## config.mk

```make
export PLATFORM = sky130hd
export DESIGN_NAME = srw_ctrl
export DESIGN_NICKNAME = d
export VERILOG_FILES = /design/src/hdl/srw_pkg.sv /design/src/hdl/srw_ctrl.sv
export SDC_FILE = /design/constraint.sdc
export NUM_CORES = 1
export LEC_CHECK = 0
export BUFFER_PORTS_ARGS = -buffer_cell sky130_fd_sc_hd__buf_2
export CORE_AREA = 10 10 47 49
export CTS_BUF_LIST = sky130_fd_sc_hd__clkbuf_4 sky130_fd_sc_hd__clkbuf_8 sky130_fd_sc_hd__clkbuf_16
export CTS_CLUSTER_SIZE = 14
export DETAILED_ROUTE_END_ITERATION = 8
export DIE_AREA = 0 0 57 59
export GPL_ROUTABILITY_DRIVEN = 0
export PLACE_DENSITY = 0.37
export SLEW_MARGIN = 40
export SYNTH_ARGS = -nofsm -noshare
export SYNTH_HDL_FRONTEND = slang
export SYNTH_SLANG_ARGS = --single-unit
```

## constraint.sdc

```tcl
create_clock -name clk -period 1.5 [get_ports clk]
set_input_delay 0.3 -clock clk [delete_from_list [all_inputs] [get_ports clk]]
set_output_delay 0.3 -clock clk [all_outputs]
set_load 0.02 [all_outputs]
```

## src/hdl/srw_pkg.sv

```systemverilog
// Shared constants, control types and a helper function for the sign ring window response block.
package srw_pkg;

  localparam int MAX_WIDTH    = 256;
  localparam int MAX_TEMPLATE = 16;
  localparam int TIDX_W = $clog2(MAX_TEMPLATE);
  localparam int COL_W  = $clog2(MAX_WIDTH);
  localparam int ADDR_W = TIDX_W + COL_W;
  localparam int ACC_W  = 21;   // signed weighted sum
  localparam int DVD_W  = 20;   // magnitude of a nonnegative sum
  localparam int DVS_W  = 9;    // (T-2C)*4B
  localparam int REM_W  = DVS_W + 1;
  localparam int DCNT_W = 5;

  localparam logic [2:0] CFG_TEMPLATE = 3'd0;
  localparam logic [2:0] CFG_BOX      = 3'd1;
  localparam logic [2:0] CFG_CORNER   = 3'd2;
  localparam logic [2:0] CFG_WIDTH    = 3'd3;
  localparam logic [2:0] CFG_HEIGHT   = 3'd4;

  typedef struct packed {
    logic accept;
    logic scan;
    logic div_init;
    logic div_step;
    logic load_out;
  } srw_cmd_t;

  typedef struct packed {
    logic win_valid;
    logic scan_last;
    logic div_last;
    logic out_free;
  } srw_sts_t;

  // weight of one band set: -1 outer band, +mid inner band, -1 third band
  function automatic logic signed [4:0] band_coef(input logic [4:0] v, input logic [2:0] b,
                                                  input logic [1:0] mid);
    logic [4:0] b1;
    logic [4:0] b2;
    logic [4:0] b3;
    begin
      b1 = {2'b00, b};
      b2 = b1 << 1;
      b3 = b1 + b2;
      if (v < b1) band_coef = -5'sd1;
      else if (v < b2) band_coef = $signed({3'b000, mid});
      else if (v < b3) band_coef = -5'sd1;
      else band_coef = 5'sd0;
    end
  endfunction

endpackage

```

## src/hdl/srw_ctrl.sv

```systemverilog
// Controller: sequences accept, window scan, division and result hand-off.
module srw_ctrl
  import srw_pkg::*;
(
  input  logic     clk,
  input  logic     rst,
  input  logic     s_tvalid,
  output logic     s_tready,
  input  srw_sts_t sts,
  output srw_cmd_t cmd
);

  typedef enum logic [2:0] {IDLE, SCAN, FLUSH, DINIT, DIV, PUT} state_t;
  state_t state;

  assign s_tready = (state == IDLE);

  always_comb begin
    cmd = '0;
    case (state)
      IDLE:    cmd.accept   = s_tvalid;
      SCAN:    cmd.scan     = 1'b1;
      DINIT:   cmd.div_init = 1'b1;
      DIV:     cmd.div_step = 1'b1;
      PUT:     cmd.load_out = sts.out_free;
      default: cmd = '0;
    endcase
  end

  always_ff @(posedge clk) begin
    if (rst) begin
      state <= IDLE;
    end else begin
      case (state)
        IDLE:    if (s_tvalid && sts.win_valid) state <= SCAN;
        SCAN:    if (sts.scan_last) state <= FLUSH;
        FLUSH:   state <= DINIT;
        DINIT:   state <= DIV;
        DIV:     if (sts.div_last) state <= PUT;
        PUT:     if (sts.out_free) state <= IDLE;
        default: state <= IDLE;
      endcase
    end
  end

endmodule

```

==> metrics.yaml, run 1 <==
wl_per_cell_um: 12.0
hold_buffers: 0
async_reset_ff_share_pct: 0
wl_um: 659
cp.required_ps: 1200
peakVddDrop_mv: 0.467
p_leak_nw: 0.154
die-area_um2: 3360
r2r-start: "state[2]"
rows: 14
stdcell_area_um2: 342
drv_slew: 0
cts_sinks: 3
place_area_um2: 300
outcome: "complete, no violations"
yosysTopAreaCellShare_pct: 24.2
cp-end-kind: "output port"
syn_avg_cell_area_um2: 9.53
viasPerCell: 4.22
yosysTopAreaCell: "dfxtp_1"
clk_latency_ps: 240
antenna_found_initial: 0
root_buffer: "clkbuf_4"
final_util_pct: 24.4
final_cells: 55
regMostFlops: "state"
worstSetupPathType: "register to output port"
dr.pass1.iters: 3
min_to: "state[1]"
synth_edf_count: 0
seq_area_frac_synth_pct: 24.2
post-place-ws_ps: 187
drive_gt1_share_pct: 61.5
timing.hold.ws_ps: 295
vias: 232
drc: 0
numCtsBuffers: 3
tightest_slew_ps: 251
synth_cells: 26
synth_ff_type: "dfxtp_1"
syn_nets: 33
start_util_pct: 17.7
synthTopCellsByArea: "dfxtp_1, a2111oi_4, buf_6"
drtIter0Drc: 3
final_cell_mix: "buf_2, clkbuf_4, nor3b_1"
p_per_area_nw_per_um2: 1240
coreArea_um2: 1400
min-delay-start: "rst"
fmax_mhz: 712
grt_remaining_overflow: 0
nets: 47
fin_crit_sh_pct: 93.7
grt_pass1_vias: 208
placement.io_buffers: 12
layout_setup_ws_ps: 94.9
crit_path_start_kind: "register"
final_common_cell: "buf_2"
num_io_pins: 13
syn_area_um2: 248
max-cap-violations: 0
cts_tree: "built"
placedCellCount: 51
ant_nets: 0
htreeDepth: 1
grt_pass1_wl_mm: 1.07
holdPathStages: 2
r2r_end: "state[0]"
clkSlewWorstSetupHoldPaths_ps: 40
rr_worst_depth: 3
cp_max_fo: 9
r2r_slack_ps: 480
fin_setup_tns_ps: 0
clock_skew_ps: 1.76
arrival_ps: 1110
finalHoldViolations: 0
power_mw: 0.425
max-slew-margin-rel_pct: 83.3
die_h_um: 59
clock_path_buffers: 2
ys_warn_count: 0
setup_violations: 0
grtUsageTotal_pct: 4.32
fin_crit_ps: 1410
ys_ff_latch: 3
die_w_um: 57
synthDistinctLibCells: 18
antenna_cells: 0
rsz0062_at_grt: "no"
grt_max_degree: 13
largest_reg_flops: 3
holdCritPathClass: "input port to register"
largestRegisters: "state (3)"
area_growth_pct: 37.9
worst max path at each step:
stage	startpoint	endpoint	slack (ps)
5_1_grt	state[0]	cmd[0]	30
4_1_cts	state[0]	cmd[0]	60
3_5_place_dp	state[2]	cmd[0]	190
3_3_place_gp	state[2]	cmd[0]	220
2_1_floorplan	state[1]	cmd[4]	120
6_report	state[1]	cmd[4]	90
layout make-up:
cell class	instances	area (um2)
fill	170	1060
tap	16	20.0
inverter	2	7.51
timing repair buffer	12	62.6
multi-input combinational	18	153
sequential	3	68.8
clock buffer	4	30.0
cell families after synthesis:
logic type,after synthesis,synth area share (%)
simple gates,11,30.3
compound gates,6,25.3
buf+inv,5,14.1
flops,3,24.2
mux,1,6.06
critical path, cell delays in order, from the launching register on:
cell     delay [ps]
dfxtp_2         370
nor3_2          200
and2_1          140
buf_2           150
what timing repair did:
action | CTS | global route
pin swaps | 0 | 0
setup buffers | 0 | 0
cloned | 0 | 0
setup endpoints to repair | 4 | 1
resized for setup | 3 | 3
power breakdown:
| part | internal [mW] | total (mW) | switching (mW) |
|---|---|---|---|
| logic | 0.0628 | 0.132 | 0.0692 |
| registers | 0.0953 | 0.126 | 0.0311 |
| clock network | 0.118 | 0.166 | 0.0483 |
cells in the mapped netlist (2+ instances only):
cell type	instances
dfxtp_1	3
nand2_1	2
a211oi_1	2
buf_6	2
nor3_2	2
nor3b_1	3
per-layer routing:
metal | track usage, % | vias up | share of wire (%)
met5 | 0 | - | 0
li1 | - | 118 | -
met1 | 4.38 | 103 | 44
met2 | 5.74 | 9 | 46
met3 | 4.29 | 2 | 9.4
met4 | 2.01 | 0 | 1.2
No activity file was read; power rests on OpenSTA's default activity.
==> run 2, diff against run 1 <==
==> constraint.sdc (replaced) <==
create_clock -name clk -period 1.5 [get_ports clk]
set_input_delay 0.075 -clock clk [delete_from_list [all_inputs] [get_ports clk]]
set_output_delay 0.075 -clock clk [all_outputs]
set_load 0.02 [all_outputs]
==> run 2 against run 1 <==
  * Final area decreased by 3.3%
  * Global-route usage about the same
  * Die area unchanged
  * Combinational power about the same
  * Maximum frequency increased by 6.5%
  * Clock power decreased by 5%
  * Sequential share of layout area decreased by 2.0 points
  * Cell count unchanged
==> metrics.yaml, run 2 (synthesis gave the netlist of run 1 again) <==
drc: 0  # unchanged
root_buffer: "clkbuf_4"
grt_pass1_wl_mm: 1.06  # -1.3%
regArea_um2: 60.1  # -13%
fin_crit_ps: 1320  # -86.2 ps
finalHoldViolations: 0  # unchanged
crit_path_start_kind: "register"
nets: 47  # unchanged
outcome: "complete, no violations"
grtUsageTotal_pct: 4.36  # +0.041 points
tightest_slew_ps: 432  # +182 ps
cp_max_fo: 12  # +3
grt_remaining_overflow: 0  # unchanged
drv_slew: 0  # unchanged
die-area_um2: 3360  # unchanged
r2r-start: "state[2]"
area_growth_pct: 33.3
cts_setup_buffers: 0  # unchanged
dr.pass1.iters: 2  # -1
critical-path-top-delay-family: "flip-flops"
placement.io_buffers: 12  # unchanged
antenna_found_initial: 0  # unchanged
clock_path_buffers: 2  # unchanged
clock_skew_ps: 1.68  # -0.0762 ps
final_common_cell: "buf_2"
wl_per_cell_um: 12.3  # +2.4%
crit_buf_inv: 1  # unchanged
numCtsBuffers: 3  # unchanged
p_leak_nw: 0.153  # -1.1%
vias: 226  # -2.6%
rsz0062_at_grt: "no"
setup_violations: 0  # unchanged
nFillCells: 167  # -1.8%
rr_worst_depth: 3  # unchanged
cts_resized: 0  # -3
fmax_mhz: 758  # +6.5%
hold_buffers: 0  # unchanged
crit_chain: "nor3b_1 -> buf_2"
layout_setup_ws_ps: 181  # +86.2 ps
cts_sinks: 3  # unchanged
wl_um: 675  # +2.4%
arrival_ps: 1240  # +130 ps
post-place-ws_ps: 274  # +87.1 ps
htreeDepth: 1  # unchanged
drtIter0Drc: 4  # +1
max-slew-margin-rel_pct: 71.1  # -12 points
final_cells: 55  # unchanged
min-delay-start: "rst"
multi_input_area_um2: 153  # unchanged
r2r_end: "state[0]"
fin_crit_sh_pct: 87.9  # -5.7 points
peakVddDrop_mv: 0.395  # -15%
largestRegisters: "state (3)"
clk_latency_ps: 230  # about the same
die_w_um: 57  # unchanged
final_cell_mix: "buf_2, clkbuf_4, nor3b_1, dfxtp_1"
final_util_pct: 23.6  # -0.80 points
worstSetupPathType: "register to output port"
hpwl_um: 541
coreArea_um2: 1400  # unchanged
rows: 14  # unchanged
die_h_um: 59  # unchanged
ant_nets: 0  # unchanged
r2r_slack_ps: 280  # -200 ps
max-cap-violations: 0  # unchanged
placedCellCount: 51  # unchanged
cp-end-kind: "output port"
start_util_pct: 17.7  # unchanged
grt_pass1_vias: 231  # +11%
critPathSlowestCell: "dfxtp_1"
viasPerCell: 4.11  # -2.6%
clkSlewWorstSetupHoldPaths_ps: 30  # about the same
min_to: "state[1]"
drive_gt1_share_pct: 53.8  # -7.7 points
cts_tree: "built"
cp.required_ps: 1420  # +220 ps
regMostFlops: "state"
antenna_cells: 0  # unchanged
power_mw: 0.414  # -2.6%
fin_setup_tns_ps: 0  # unchanged
holdCritPathClass: "input port to register"
largest_reg_flops: 3  # unchanged
num_io_pins: 13  # unchanged
holdPathStages: 2  # unchanged
p_per_area_nw_per_um2: 1250  # +0.71%
cp_slowest_stage_delay_ps: 580  # +210 ps
grt_max_degree: 13  # unchanged
## run 2: worst max path at each step
stage	slack (ps)	cells after the start	from	endpoint
2_1_floorplan	350	3	state[1]	cmd[4]
3_3_place_gp	310	3	state[2]	state[0]
3_5_place_dp	270	3	state[2]	state[0]
4_1_cts	150	3	state[0]	cmd[0]
5_1_grt	60	2	state[2]	cmd[0]
6_report	180	2	state[2]	cmd[0]
## run 2: metal layers
layer,track usage [%],vias up,share of wire (%),routed length [um]
li1,-,119,-,-
met1,3.79,102,41,277
met2,6.51,5,52,348
met3,2.58,0,7.3,49
met4,5.03,0,0,0
met5,0,-,0,0
## run 2: area by class of cell
type                    count  share of cell area (%)
flip-flops and latches      3                    18.2
well taps                  16                    6.06
clock buffers               4                    9.09
inverters                   2                    2.27
repair buffers             12                    18.2
multi-input cells          18                    46.2
## run 2: per-stage QoR
stage | cell area (um2) | hold slack [ps]
3_3_place_gp | 300 | 329
5_1_grt | 330 | 76.7
2_1_floorplan | 248 | 145
4_1_cts | 330 | 74.6
6_report | 330 | 85.7
3_5_place_dp | 300 | 323
## run 2: where the power goes
group	internal, mW	switching [mW]
Combinational	0.0625	0.0711
Clock	0.118	0.0402
Sequential	0.0919	0.0306
Total	0.272	0.142
